### src/ajb_pkg.sv
// ----------------------------------------------------------------------------
// ajb_pkg
// Shared types and constants of the speaker jitter buffer with rate feedback.
// ----------------------------------------------------------------------------
`default_nettype none

package ajb_pkg;

    localparam int STORE_DEPTH_DEF = 1024;
    localparam int HALF_WORDS_DEF  = 32;

    localparam int CNT_W      = 32;
    localparam int RATE_W     = 20;
    localparam int NOM_W      = 17;
    localparam int THR_W      = 17;
    localparam int PERIOD_W   = 8;
    localparam int SAMPLE_W   = 16;
    localparam int FB_W       = 24;
    localparam int ADDR_W_MAX = 13;

    localparam logic [NOM_W-1:0]  NOM_RESET   = NOM_W'(16000);
    localparam logic [RATE_W-1:0] RATE_RESET  = RATE_W'(16000);
    localparam logic [RATE_W-1:0] RATE_MAX    = {RATE_W{1'b1}};
    localparam logic [CNT_W-1:0]  RENORM_LIM  = 32'h2000_0000;
    localparam logic [CNT_W-1:0]  RENORM_STEP = 32'h1000_0000;
    localparam int                STEP_SHIFT  = 10;

    // r / 1000 as (r * RECIP) >> RECIP_SH, exact for r < 2^20
    localparam logic [20:0] RECIP    = 21'd1073742;
    localparam int          RECIP_SH = 30;
    localparam logic [9:0]  KHZ_DIV  = 10'd1000;

    typedef enum logic [1:0] {
        KIND_WRITE = 2'd0,
        KIND_READ  = 2'd1,
        KIND_QUERY = 2'd2,
        KIND_NONE  = 2'd3
    } kind_t;

    typedef enum logic [2:0] {
        ST_DATA     = 3'd0,
        ST_PREFILL  = 3'd1,
        ST_UNDERRUN = 3'd2,
        ST_FAULT    = 3'd3,
        ST_FEEDBACK = 3'd4
    } status_t;

    // one queued request for the back end
    typedef struct packed {
        status_t               status;
        logic [ADDR_W_MAX-1:0] base;
        logic [ADDR_W_MAX:0]   hw;
        logic [RATE_W-1:0]     rate;
    } cmd_t;

endpackage

`default_nettype wire

### src/ajb_back.sv
// ----------------------------------------------------------------------------
// ajb_back
// Carries out queued requests: streams half buffers from the store or
// silence, and formats feedback replies, behind an output register.
// ----------------------------------------------------------------------------
`default_nettype none

module ajb_back #(
    parameter int STORE_DEPTH = ajb_pkg::STORE_DEPTH_DEF,
    parameter int HALF_WORDS  = ajb_pkg::HALF_WORDS_DEF
) (
    input  wire logic                          clk,
    input  wire logic                          rst_n,
    input  wire logic                          q_not_empty,
    input  wire ajb_pkg::cmd_t                 q_head,
    output logic                               q_pop,
    output logic                               busy,
    output logic                               rd_en,
    output logic [$clog2(STORE_DEPTH)-1:0]     rd_addr,
    input  wire logic [ajb_pkg::SAMPLE_W-1:0]  rd_data,
    output logic                               out_valid,
    input  wire logic                          out_stall,
    output logic [ajb_pkg::SAMPLE_W-1:0]       sample_out,
    output logic                               last,
    output logic [2:0]                         status,
    output logic [ajb_pkg::FB_W-1:0]           rate_fb
);
    import ajb_pkg::*;

    localparam int AW = $clog2(STORE_DEPTH);
    localparam int KW = (HALF_WORDS > 1) ? $clog2(HALF_WORDS) : 1;
    localparam logic [KW-1:0] K_LAST = KW'(HALF_WORDS - 1);

    logic              act_reg;
    cmd_t              cur_reg;
    logic [KW-1:0]     cnt_reg;
    logic [10:0]       q_reg;

    logic              pend_vld_reg;
    logic              pend_ram_reg;
    logic              pend_last_reg;
    status_t           pend_st_reg;
    logic [FB_W-1:0]   pend_fb_reg;

    logic              out_vld_reg;
    logic [SAMPLE_W-1:0] out_s_reg;
    logic              out_last_reg;
    status_t           out_st_reg;
    logic [FB_W-1:0]   out_fb_reg;

    logic              out_ok;
    logic              pend_ld;
    logic              issue;
    logic              load;
    logic              is_fb;
    logic              g_last;
    logic              use_ram;
    logic [AW:0]       addr;
    logic [40:0]       prod;
    logic [20:0]       q_mul;
    logic [9:0]        rem;
    logic [FB_W-1:0]   fb;

    assign out_ok  = !out_vld_reg || !out_stall;
    assign pend_ld = !pend_vld_reg || out_ok;
    assign issue   = act_reg && pend_ld;
    assign load    = !act_reg && q_not_empty;
    assign q_pop   = load;
    assign busy    = act_reg;

    // rate / 1000 by reciprocal, registered before the remainder
    assign prod  = {21'b0, q_head.rate} * {20'b0, RECIP};
    assign q_mul = {10'b0, q_reg} * {11'b0, KHZ_DIV};
    assign rem   = 10'(cur_reg.rate - q_mul[RATE_W-1:0]);
    assign fb    = {q_reg[9:0], rem, 4'b0};

    // next result word
    assign is_fb   = (cur_reg.status == ST_FEEDBACK);
    assign g_last  = is_fb || (cnt_reg == K_LAST);
    assign addr    = (AW+1)'(cur_reg.base) + (AW+1)'(cnt_reg);
    assign use_ram = (cur_reg.status == ST_DATA) && (addr < (AW+1)'(cur_reg.hw));
    assign rd_en   = issue && use_ram;
    assign rd_addr = addr[AW-1:0];

    assign out_valid  = out_vld_reg;
    assign sample_out = out_s_reg;
    assign last       = out_last_reg;
    assign status     = out_st_reg;
    assign rate_fb    = out_fb_reg;

    // payload registers
    always_ff @(posedge clk)
    begin
        if (load)
        begin
            cur_reg <= q_head;
            q_reg   <= prod[RECIP_SH+10:RECIP_SH];
        end
        if (issue)
        begin
            pend_ram_reg  <= use_ram;
            pend_last_reg <= g_last;
            pend_st_reg   <= cur_reg.status;
            pend_fb_reg   <= is_fb ? fb : '0;
        end
        if (out_ok && pend_vld_reg)
        begin
            out_s_reg    <= pend_ram_reg ? rd_data : '0;
            out_last_reg <= pend_last_reg;
            out_st_reg   <= pend_st_reg;
            out_fb_reg   <= pend_fb_reg;
        end
    end

    // control
    always_ff @(posedge clk or negedge rst_n)
    begin
        if (!rst_n)
        begin
            act_reg      <= 1'b0;
            cnt_reg      <= '0;
            pend_vld_reg <= 1'b0;
            out_vld_reg  <= 1'b0;
        end
        else
        begin
            if (load)
            begin
                act_reg <= 1'b1;
                cnt_reg <= '0;
            end
            else if (issue)
            begin
                cnt_reg <= cnt_reg + KW'(1);
                if (g_last)
                begin
                    act_reg <= 1'b0;
                end
            end
            if (pend_ld)
            begin
                pend_vld_reg <= issue;
            end
            if (out_ok)
            begin
                out_vld_reg <= pend_vld_reg;
            end
        end
    end

endmodule

`default_nettype wire

### config.mk
export PLATFORM = sky130hd
export DESIGN_NAME = ajb_back
export DESIGN_NICKNAME = d
export VERILOG_FILES = /design/src/ajb_pkg.sv /design/src/ajb_back.sv
export SDC_FILE = /design/constraint.sdc
export NUM_CORES = 1
export LEC_CHECK = 0
export BUFFER_PORTS_ARGS = -buffer_cell sky130_fd_sc_hd__buf_4
export CORE_ASPECT_RATIO = 0.5
export CORE_UTILIZATION = 35
export DETAILED_ROUTE_END_ITERATION = 8
export PLACE_DENSITY = 0.65
export SLEW_MARGIN = 20
export SYNTH_ARGS = -nofsm -noshare
export SYNTH_HDL_FRONTEND = slang
export SYNTH_SLANG_ARGS = --single-unit
### constraint.sdc
create_clock -name clk -period 4.5 [get_ports clk]
set_clock_uncertainty 0.2 [all_clocks]
set_input_delay 0.45 -clock clk [delete_from_list [all_inputs] [get_ports clk]]
set_output_delay 0.45 -clock clk [all_outputs]
set_load 0.05 [all_outputs]
Word-level counts from Yosys, hierarchy flattened

Index checks and enable logic that the tools add are counted.

Register bits: 127
Bits in latches: 0
Bits in writable memories: 0
Memory bits (read-only): 0
Input port bits: 70
Output and inout bits: 58
Word-level logic and storage cells: 47
Memories kept: 0

Add/sub/neg operators: 3
Multiply operators: 2
Div/mod/pow operators: 0
$lt $le $gt $ge: 1
Equal/unequal tests: 2
Shift operators: 0
Mux-type cells: 5
Bitwise operators: 0
Reductions and logical operators: 16

Operators with widths:

| kind                     | count |
|---|---|
| $mul A20 B20 Y40 const B | 1 |
| $add A11 B5 Y11          | 1 |
| $lt A11 B11 Y1           | 1 |
| $mul A11 B7 Y7 const B   | 1 |
| $mux W5                  | 2 |
| $sub A10 B10 Y10         | 1 |
| $add A5 B1 Y5 const B    | 1 |
| $eq A5 B5 Y1 const B     | 1 |
| $logic_and A1 B1 Y1      | 5 |
| $logic_not A1 Y1         | 4 |
| $reduce_bool A2 Y1       | 2 |
| $eq A3 B3 Y1 const B     | 1 |
| $logic_not A3 Y1         | 1 |
| $logic_or A1 B1 Y1       | 3 |
| $mux W1                  | 3 |
| $reduce_and A2 Y1        | 1 |

Depth between registers and ports, before layout

Gate-level depths: netlist of the first run.

Depth in word-level cells: 6
Mapped depth: 19
Mapped depth without buffers: 18

Least setup slack after synthesis of the first run

Ideal clock, no wire load.

Path kind: input port to flip-flop
Start point: input q_head[2] (netlist name)
End point: register q_reg[3] (data pin)
Library setup time: 0.268 ns
Arrival: 4.767 ns
Required time: 4.032 ns
Path slack: -0.735 ns
Stages: 18
Buffers on the path: 0
Cells stage by stage: ha_1 -> ha_1 -> inv_1 -> fa_1 -> fa_1 -> inv_1 -> fa_1 -> fa_1 -> inv_1 -> fa_1 -> inv_1 -> ha_1 -> a21oi_1 -> o21ai_0 -> and3_1 -> nor4_1 -> o211ai_1 -> xor2_1

Longest elaborated chain between the ends: 1

Ends and longest elaborated chain:

| item                   | RTL line       | text |
|---|---|---|
| start: declaration     | ajb_back.sv:15 | `input wire ajb_pkg::cmd_t q_head,` |
| $mul A20 B20 Y40       | ajb_back.sv:72 | `assign prod = {21'b0, q_head.rate} * {20'b0, RECIP};` |
| named net prod[33]     | ajb_back.sv:59 | `logic [40:0] prod;` |
| end signal: assignment | ajb_back.sv:97 | `q_reg <= prod[RECIP_SH+10:RECIP_SH];` |
| end: declaration       | ajb_back.sv:37 | `logic [10:0] q_reg;` |

The timed path passes the listed nets, and every way through them passes these cells.
A chain may end at the register's enable or synchronous reset.

Worst setup path after layout of the first run

Start point: input q_head[4] (netlist name)
End point: register q_reg[9] (data pin)

The elaborated chain is that of the path after synthesis.

==> results of run 1 <==
[cell usage in the layout (no fill, tap or decap), types with 7 or more instances in the layout]
| master | synthesis | final |
|---|---|---|
| nand3_1 | 17 | 13 |
| edfxtp_1 | 110 | 110 |
| nand4_1 | 9 | 9 |
| buf_6 | 0 | 11 |
| xor2_1 | 9 | 8 |
| inv_2 | 0 | 20 |
| buf_4 | 6 | 235 |
| o21ai_0 | 17 | 13 |
| nor2_1 | 26 | 24 |
| nor3_1 | 10 | 9 |
| and2_1 | 18 | 18 |
| inv_1 | 215 | 195 |
| a21oi_2 | 2 | 9 |
| clkbuf_16 | 0 | 17 |
| fa_1 | 90 | 79 |
| a21o_1 | 14 | 14 |
| xnor2_1 | 19 | 19 |
| o21ai_2 | 2 | 7 |
| fa_2 | 0 | 11 |
| a21oi_1 | 36 | 26 |
| dfrtp_1 | 8 | 8 |
| nand2_1 | 39 | 35 |
| ha_4 | 0 | 47 |
| ha_1 | 204 | 154 |
| and3_1 | 15 | 13 |
| dlygate4sd3_1 | 0 | 7 |
[synth_stat cells (3+ instances only)]
cell type	count	area share, %
a21boi_0	3	0.21
xor2_1	9	0.73
and2_1	18	1.0
a21oi_1	36	1.7
a211o_1	3	0.24
ha_1	204	24
nor3_1	10	0.47
fa_1	90	17
o31ai_1	3	0.21
o211ai_1	6	0.42
o21ai_1	8	0.37
a21o_1	14	0.98
o21a_1	4	0.28
a211oi_1	5	0.35
dfrtp_1	8	1.9
nor4_2	3	0.35
xnor2_1	19	1.5
buf_4	6	0.42
o21ai_0	17	0.79
nand2_1	39	1.4
and3_1	15	0.87
edfxtp_1	110	31
or3_1	3	0.17
nand4_1	9	0.52
nor2b_1	6	0.35
nand2b_1	6	0.35
clkbuf_1	5	0.17
inv_1	215	7.5
and4_1	4	0.33
nand3_1	17	0.79
o21bai_1	3	0.21
nor2_1	26	0.91
[layout make-up]
| type | count | area [um2] | area share (%) |
|---|---|---|---|
| flip-flops and latches | 118 | 3500 | 23.8 |
| clock inverters | 11 | 110 | 0.746 |
| multi-input cells | 617 | 7300 | 49.5 |
| inverters | 215 | 807 | 5.47 |
| repair buffers | 261 | 2110 | 14.3 |
| clock buffers | 20 | 437 | 2.96 |
| well taps | 391 | 489 | 3.32 |
[report_power, final]
| group | total [mW] | leakage, nW | internal (mW) | switching [mW] |
|---|---|---|---|---|
| clock | 1.25 | 0.262 | 0.801 | 0.447 |
| sequential | 1.37 | 1.16 | 1.32 | 0.0483 |
| combinational | 7.47 | 5.53 | 3.54 | 3.93 |
| total | 10.1 | 6.95 | 5.66 | 4.42 |
[final timing paths]
path	startpoint	to	slack (ns)
hold / removal	q_head[39]	cur_reg[39]$_DFFE_PP_	0.02
hold reg to reg	pend_fb_reg[23]$_SDFFCE_PN0P_	rate_fb[23]$_DFFE_PP_	0.21
setup reg to reg	q_reg[0]$_DFFE_PP_	pend_fb_reg[13]$_SDFFCE_PN0P_	0.36
min in group asynchronous	rst_n	cnt_reg[2]$_DFFE_PN0P_	0.22
setup / recovery	q_head[4]	q_reg[9]$_DFFE_PP_	-0.32
max in group asynchronous	rst_n	cnt_reg[4]$_DFFE_PN0P_	3.74
[through the flow]
stage                     util, %  setup WS, ns  setup TNS [ns]
final                        49.9        -0.323           -2.77
after global routing         49.9        -0.452           -4.06
after CTS                    49.2        -0.313           -2.74
after detailed placement     45.8        -0.781           -7.33
after global placement       45.8        -0.723           -6.72
after floorplan                 -        -0.338           -2.32
[metal layers]
metal,routed length [um],vias up,share of wire (%)
li1,-,3793,-
met1,12600,3837,46
met2,13200,134,48
met3,954,34,3.5
met4,518,2,1.9
met5,18,-,0.066
[cells by family after synthesis]
family	after synthesis	synth area share, %
simple gates	169	8.75
compound gates	121	7.49
xor+xnor	28	2.28
fa+ha+maj	294	40.5
mux	1	0.0932
flops	118	32.6
buf+inv	228	8.20
other cells	1	0.0349
[critical path, cell delays in order]
cell and delay, ns:
buf_12 0.12, ha_4 0.25, ha_4 0.18, fa_2 0.35, fa_1 0.48, fa_1 0.55
fa_1 0.50, inv_1 0.05, fa_1 0.50, inv_2 0.05, ha_4 0.32, nand3_4 0.09
a211oi_4 0.27, nor4_4 0.08, o21ai_2 0.22, buf_4 0.15, nor2b_4 0.12, a211oi_2 0.04
[repair_timing]
action | in CTS | in global routing
cloned | 0 | 0
endpoints found under the setup margin | 11 | 11
hold buffers | 6 | 1
buffers inserted | 16 | 5
resized for setup | 54 | 27
pin swaps | 32 | 28
hold endpoints to repair | 13 | 1
==> flow_summary.toml, run 1 <==
[clock_network]
clock_path_buffers = 2
numCtsBuffers = 17
clkTransAtPathRegs_ns = 0.05
htree_levels = 4
clk_latency_ns = 0.41
cts_tree = "built"
clockRootBuffer = "clkbuf_16"
clock-sinks = 118

[floorplan]
start_util_pct = 36.3
die_h_um = 126
die_w_um = 250
row_count = 44
die_area_um2 = 31400
ios = 128
core_area_um2 = 29600

[yosys]
yosys_warnings = 0
syn_inst = 960
syn_avg_cell_area_um2 = 11.2
syn_area_um2 = 10700
synth_cell_type_count = 60
synthArstFlopShare_pct = 6.78
synth-edff-count = 110
synth_top_flop_cell = "edfxtp_1"
synth-seq-cells = 118
yosysSeqAreaShare_pct = 32.6

[routing]
drc = 0
num_vias = 7800
post_drt_wl_per_cell_um = 16.7
postRouteAntennaNets = 0
dr.pass1.iters = 5
dr.first_iter.drc_count = 284
wirelength_um = 27300
vias_per_cell = 4.78

[placement]
dpl_cell_area_um2 = 13500
port_buffers = 118
dp_hpwl_um = 23100
globalplace.congestion = 0.915
dp.cells = 1574

[layout]
largest_reg_flops = 35
syn_to_final_growth_pct = 37.3
final_cells = 1633
antenna_cells = 0
nFillCells = 2581
drive_gt1_share_pct = 33.7
design_area_um2 = 14800
final_nets = 1594

[global_routing]
use_met3_pct = 3.10
track_usage_pct = 18.0
grtUsageMet2_pct = 31.0
antenna_found_initial = 1
grtUsageMet1_pct = 23.2
grt.overflow.total = 0
grt_first_pass_wirelength_um = 44000
grt_busiest_layer = "met2"
grt_max_degree = 42
grt_pass1_vias = 8481

[critical_path]
cp.required_ns = 4.44
cp-start-kind = "input pin"
r2r_cells = 12
cp_max_fo = 6
worstSetupEndpointType = "flop"
cp_data_arrival_time_ns = 4.76
critPathKind = "input pin to flop"

[power_and_ir_drop]
powerDensity_nw_per_um2 = 684
p_total_mw = 10.1
p_leak_nw = 6.95
ir_drop_v = 0.000515

[timing]
fin_crit_ns = 4.82
hold_slack_ns = 0.0249
fmax_ghz = 0.207
setup-violations-final = 10
slew-limit-headroom_pct = 57.2
post-route-period-util_pct = 107
setup_ws_ns = -0.323
hold_viol_final = 0
finalMaxSlewViolations = 0
worst_slew_pin_slew_ns = 0.641
rsz0062_at_grt = "yes"

[run_status]
violations = "setup timing"
status = "finished, violations left"

[hold_path]
holdPathStages = 1
holdCritPathClass = "input pin to flop"

[run]
drv_cap = 0
Power figures use the tool's default switching activity.
==> run 2, diff against run 1 <==
--- a/config.mk
+++ b/config.mk
@@ -6,10 +6,10 @@
 export NUM_CORES = 1
 export LEC_CHECK = 0
 export BUFFER_PORTS_ARGS = -buffer_cell sky130_fd_sc_hd__buf_4
-export CORE_ASPECT_RATIO = 0.5
 export CORE_UTILIZATION = 35
 export DETAILED_ROUTE_END_ITERATION = 8
 export PLACE_DENSITY = 0.65
+export REMOVE_ABC_BUFFERS = 1
 export SLEW_MARGIN = 20
 export SYNTH_ARGS = -nofsm -noshare
 export SYNTH_HDL_FRONTEND = slang
==> flow_summary.toml, run 2 (synthesis gave the netlist of run 1 again) <==
[run]
drv_cap = 0

[clock_network]
htree_levels = 4
cts_tree = "built"
clock_path_buffers = 2
clock-sinks = 118
clockRootBuffer = "clkbuf_16"
clk_latency_ns = 0.41
clkTransAtPathRegs_ns = 0.06
numCtsBuffers = 17

[routing]
dr.pass1.iters = 5
dr.first_iter.drc_count = 399
vias_per_cell = 4.84
wirelength_um = 26300
post_drt_wl_per_cell_um = 16.1
postRouteAntennaNets = 0
drc = 0
num_vias = 7920

[timing]
post-route-period-util_pct = 108
setup-violations-final = 10
fin_crit_ns = 4.88
setup_ws_ns = -0.380
fmax_ghz = 0.205
hold_slack_ns = 0.0209
rsz0062_at_grt = "yes"
hold_viol_final = 0
finalMaxSlewViolations = 0
worst_slew_pin_slew_ns = 1.04
slew-limit-headroom_pct = 30.5

[floorplan]
die_h_um = 177
die_area_um2 = 31400
row_count = 63
start_util_pct = 35.9
ios = 128
core_area_um2 = 30000
die_w_um = 177

[placement]
globalplace.congestion = 0.921
port_buffers = 118
dp_hpwl_um = 20900

[layout]
largest_reg_flops = 35
nFillCells = 2568
final_cell_mix = "buf_4 (240), inv_1 (195), ha_1 (148)"
drive_gt1_share_pct = 34.3
syn_to_final_growth_pct = 38.5
antenna_cells = 0
final_nets = 1597
final_common_cell = "buf_4"

[hold_path]
holdCritPathClass = "input pin to flop"
holdPathStages = 1
worstHoldStart = "q_head[29]"

[power_and_ir_drop]
power_frac_clock_pct = 13.5
power.switching_mw = 4.59
ir_drop_v = 0.000499
switching_share_pct = 43.2
combPwrFrac_pct = 73.6
p_leak_nw = 6.99
p_int_mw = 6.02
p_seq_share_pct = 12.9
p_total_mw = 10.6
powerDensity_nw_per_um2 = 713

[global_routing]
use_met3_pct = 3.05
grt.overflow.total = 0
antenna_found_initial = 0
grt_first_pass_wirelength_um = 41100
grt_pass1_vias = 8054
grt_max_degree = 41
grt_busiest_layer = "met2"
track_usage_pct = 16.9
grtUsageMet1_pct = 22.3
grtUsageMet2_pct = 28.3

[critical_path]
cp-start-kind = "input pin"
cp_max_fo = 4
critPathKind = "input pin to flop"
cp_data_arrival_time_ns = 4.83
worstSetupEndpointType = "flop"
reg2reg_from = "q_reg[0]$_DFFE_PP_"
crit_start = "q_head[3]"
cp.required_ns = 4.45
r2r_cells = 12

[run_status]
violations = "setup timing"
status = "finished, violations left"
==> run 2: cell types whose count changed in the layout (fill, tap and decap cells not counted), moves of 3 or more <==
cell | previous run | this run
buf_6 | 11 | 8
ha_4 | 47 | 52
inv_6 | 0 | 4
dlygate4sd3_1 | 7 | 10
ha_1 | 154 | 148
buf_4 | 235 | 240
clkinv_1 | 3 | 0
==> run 2: layout make-up <==
| type | instances | area (um2) | area share (%) |
|---|---|---|---|
| sequential | 118 | 3500 | 23.6 |
| tap | 390 | 488 | 3.28 |
| timing repair buffer | 264 | 2100 | 14.1 |
| inverter | 215 | 810 | 5.44 |
| clock inverter | 14 | 198 | 1.33 |
| clock buffer | 18 | 429 | 2.89 |
| multi-input combinational | 617 | 7340 | 49.4 |
==> run 2: stage by stage <==
stage                     worst slack [ns]  cell area [um2]  cells  TNS [ns]  util (%)
after floorplan                     -0.734            10700    950     -6.45         -
after global placement               -1.07            13000   1580    -10.09      43.3
after detailed placement             -1.16            13000   1580    -10.89      43.3
after CTS                           -0.311            14500   1625     -2.29      48.5
after global routing                -0.498            14900   1636     -4.12      49.7
final                               -0.380            14900   1636     -2.93      49.7
==> run 2: what timing repair did <==
item	in CTS	in global routing
pin swaps	94	28
setup endpoints to repair	11	11
hold buffers	5	5
endpoints found under the hold margin	12	5
buffers inserted	8	6
resized for setup	143	35
==> run 2: power groups by stage <==
stage          Clock, mW  Sequential, mW  Combinational (mW)
6_report            1.43            1.37                7.81
5_1_grt             1.51            1.38                8.43
3_5_place_dp           0            1.39                5.37
2_1_floorplan          0            1.48                3.38
3_3_place_gp           0            1.39                5.31
4_1_cts             1.45            1.37                7.04
==> run 2: worst paths after layout <==
| path | slack [ns] | endpoint |
|---|---|---|
| max | -0.38 | q_reg[3]$_DFFE_PP_ |
| min | 0.02 | cur_reg[29]$_DFFE_PP_ |
| max reg2reg | 0.44 | pend_fb_reg[13]$_SDFFCE_PN0P_ |
| min reg2reg | 0.22 | rate_fb[17]$_DFFE_PP_ |
| max in group asynchronous | 3.76 | cnt_reg[4]$_DFFE_PN0P_ |
| min in group asynchronous | 0.20 | out_valid$_DFFE_PN0P_ |
==> run 2: worst max-delay path, cell delays in order <==
cell and delay [ns]:
buf_8 0.11, ha_4 0.27, ha_4 0.13, inv_2 0.04
fa_2 0.34, fa_1 0.52, inv_2 0.05, fa_2 0.47
fa_1 0.53, inv_2 0.05, fa_1 0.54, inv_2 0.05
ha_4 0.23, a21oi_2 0.15, o21ai_1 0.08, and3_1 0.16
nor4_2 0.21, buf_4 0.15, o211ai_1 0.11, xor2_1 0.18
==> run 2: routing by layer <==
| metal | part of all wire [%] | vias to the layer above |
|---|---|---|
| met5 | 0 | - |
| met4 | 2.1 | 0 |
| met3 | 5.6 | 40 |
| met2 | 48 | 238 |
| met1 | 44 | 3838 |
| li1 | - | 3804 |
==> run 3, diff against run 2 <==
--- a/config.mk
+++ b/config.mk
@@ -5,10 +5,11 @@
 export SDC_FILE = /design/constraint.sdc
 export NUM_CORES = 1
 export LEC_CHECK = 0
+export ABC_AREA = 1
 export BUFFER_PORTS_ARGS = -buffer_cell sky130_fd_sc_hd__buf_4
 export CORE_UTILIZATION = 35
 export DETAILED_ROUTE_END_ITERATION = 8
-export PLACE_DENSITY = 0.65
+export PLACE_DENSITY = 0.64
 export REMOVE_ABC_BUFFERS = 1
 export SLEW_MARGIN = 20
 export SYNTH_ARGS = -nofsm -noshare
==> flow_summary.toml, run 3 <==
[run_status]
status = "finished, violations left"
violations = "setup timing"

[hold_path]
worstHoldStart = "q_head[28]"
holdCritPathClass = "input pin to flop"

[timing]
setup_ws_ns = -0.0526
setup-violations-final = 8
setup_tns_ns = -0.215
worst_slew_pin_slew_ns = 0.717
post-route-period-util_pct = 101
slew-limit-headroom_pct = 52.1
hold_viol_final = 0
rsz0062_at_grt = "yes"
finalMaxSlewViolations = 0
fmax_ghz = 0.220
fin_crit_ns = 4.55

[global_routing]
grt_first_pass_wirelength_um = 47700
grt.overflow.total = 0
antenna_found_initial = 0
grt_pass1_vias = 9775
track_usage_pct = 18.1
grt_max_degree = 41

[power_and_ir_drop]
ir_drop_v = 0.000532
powerDensity_nw_per_um2 = 702
p_leak_nw = 8.16
p_total_mw = 11.0

[clock_network]
numCtsBuffers = 17
clock-sinks = 118
clockRootBuffer = "clkbuf_16"
cts_tree = "built"
clk_latency_ns = 0.42
clock_path_buffers = 2
clkTransAtPathRegs_ns = 0.06
htree_levels = 4

[critical_path]
cp.required_ns = 4.47
reg2reg_from = "q_reg[1]$_DFFE_PP_"
cp-start-kind = "input pin"
path_delay_family = "adder cells"
cp_slowest_cell = "fa_1"
cp_data_arrival_time_ns = 4.53
crit_buf_inv = 7
crit_start = "q_head[7]"
critPathKind = "input pin to flop"
crit_chain = "buf_8, buf_8, ha_4, inv_2, fa_2, fa_1, inv_1, fa_1, inv_2, fa_1, fa_1, inv_2, ha_4, nand2_4, inv_4, nand2_2, nand2_2, nand2_2, and2_4, nor2_1, nor2_1, nand3_1, nand2_1"
max_stage_delay_ns = 0.56
cp_max_fo = 4
cpMostUsedCell = "fa_1"
worstSetupEndpointType = "flop"

[placement]
post-place-ws_ns = -0.831
dp.cells = 2011
dp_hpwl_um = 24600
port_buffers = 118
globalplace.congestion = 0.921

[routing]
post_drt_wl_per_cell_um = 14.4
dr.pass1.iters = 5
dr.first_iter.drc_count = 397
drc = 0
postRouteAntennaNets = 0
num_vias = 9290
vias_per_cell = 4.49
wirelength_um = 29800

[yosys]
synth.most_common_cell = "inv_1"
synth-edff-count = 110
synthDominantCellAreaShare_pct = 28.1
synthArstFlopShare_pct = 6.78
synth-seq-cells = 118
synth_cell_type_count = 33
synth_area_leaders = "edfxtp_1 (28%), ha_1 (22%), fa_1 (15%)"
synthDominantAreaCellType = "edfxtp_1"
syn_inst = 1346
synth_top_flop_cell = "edfxtp_1"
syn_avg_cell_area_um2 = 8.72
yosys_warnings = 0
synthTopCellsByCount = "inv_1 (378), nand2_1 (305), ha_1 (204)"
yosysSeqAreaShare_pct = 29.9
syn_area_um2 = 11700

[floorplan]
die_area_um2 = 34300
die_w_um = 185
core_area_um2 = 32800
start_util_pct = 35.8
die_h_um = 185
row_count = 66
ios = 128

[layout]
final_cell_mix = "inv_1 (350), nand2_1 (271), buf_4 (219)"
postLayoutCoreUtil_pct = 47.9
final_common_cell = "inv_1"
drive_gt1_share_pct = 26.6
final_nets = 1977
syn_to_final_growth_pct = 33.8
nFillCells = 3018
antenna_cells = 0
final_cells = 2068
largest_reg_flops = 35

[run]
drv_cap = 0
run 3: cell types whose count changed after synthesis, sizes merged, moves of 12 or more:
cell / previous run / this run
nand2: 39 / 310
inv: 215 / 379
nor2: 26 / 85
nand3: 19 / 43
and2: 19 / 2
xnor2: 19 / 2
and3: 16 / 0
o21ai: 27 / 11
a21o: 14 / 2
run 3: path summary, 6_finish.rpt:
check	cells after the start	slack, ns	to
max	23	-0.05	q_reg[1]$_DFFE_PP_
min	1	0.02	cur_reg[28]$_DFFE_PP_
max reg2reg	16	0.46	pend_fb_reg[13]$_SDFFCE_PN0P_
min reg2reg	0	0.21	status[1]$_DFFE_PP_
max in group asynchronous	2	3.77	pend_vld_reg$_DFFE_PN0N_
min in group asynchronous	2	0.19	cnt_reg[3]$_DFFE_PN0P_
run 3: what timing repair did:
item,in CTS,in global routing
endpoints found under the setup margin,10,10
endpoints found under the hold margin,15,10
hold buffers,8,10
pin swaps,64,35
gates resized for setup,138,47
setup buffers,5,1
run 3: final cells by class:
cell class                 count  area (um2)  share of cell area [%]
sequential                   118        3500                    22.3
timing repair buffer         252        2040                    13.0
clock buffer                  17         425                    2.71
tap                          442         553                    3.52
multi-input combinational    845        7590                    48.3
clock inverter                15         169                    1.08
inverter                     379        1430                    9.07
run 3: layer usage:
metal	share of wire [%]	GRT usage, %	vias up
met1	45	21.9	4349
met4	1.9	5.06	0
li1	-	-	4692
met2	50	33.6	212
met3	3.3	2.06	37
met5	0	0	-
run 3: where the power goes:
part | switching, mW | internal (mW)
clock network | 0.526 | 0.828
logic | 4.82 | 3.49
registers | 0.0471 | 1.31
total | 5.39 | 5.63
run 3: cell families after synthesis:
family,synth area share (%)
AO/OA/AOI/OAI,3.21
XOR/XNOR,0.746
adder cells (fa/ha/maj),37.1
buffers and inverters,12.5
flip-flops,29.9
other,0.0320
AND/OR/NAND/NOR,16.6
run 3: per-stage QoR:
| stage | hold slack, ns | area [um2] |
|---|---|---|
| after floorplan | -0.0456 | 11700 |
| after global placement | 0.0731 | 14000 |
| after detailed placement | 0.0795 | 14000 |
| after CTS | 0.000435 | 15400 |
| after global routing | 0.000335 | 15700 |
| final | 0.0176 | 15700 |
run 3: worst reg2reg max path, stage by stage, from the launching register on:
cell,delay (ns)
edfxtp_1,0.49
ha_1,0.38
ha_1,0.29
inv_1,0.05
fa_1,0.49
fa_1,0.51
inv_1,0.04
ha_1,0.33
xor2_1,0.18
ha_1,0.31
nand2_1,0.05
inv_1,0.07
nand4_1,0.08
nand3_1,0.12
nand3_1,0.09
nand2_1,0.06
nor2_1,0.04
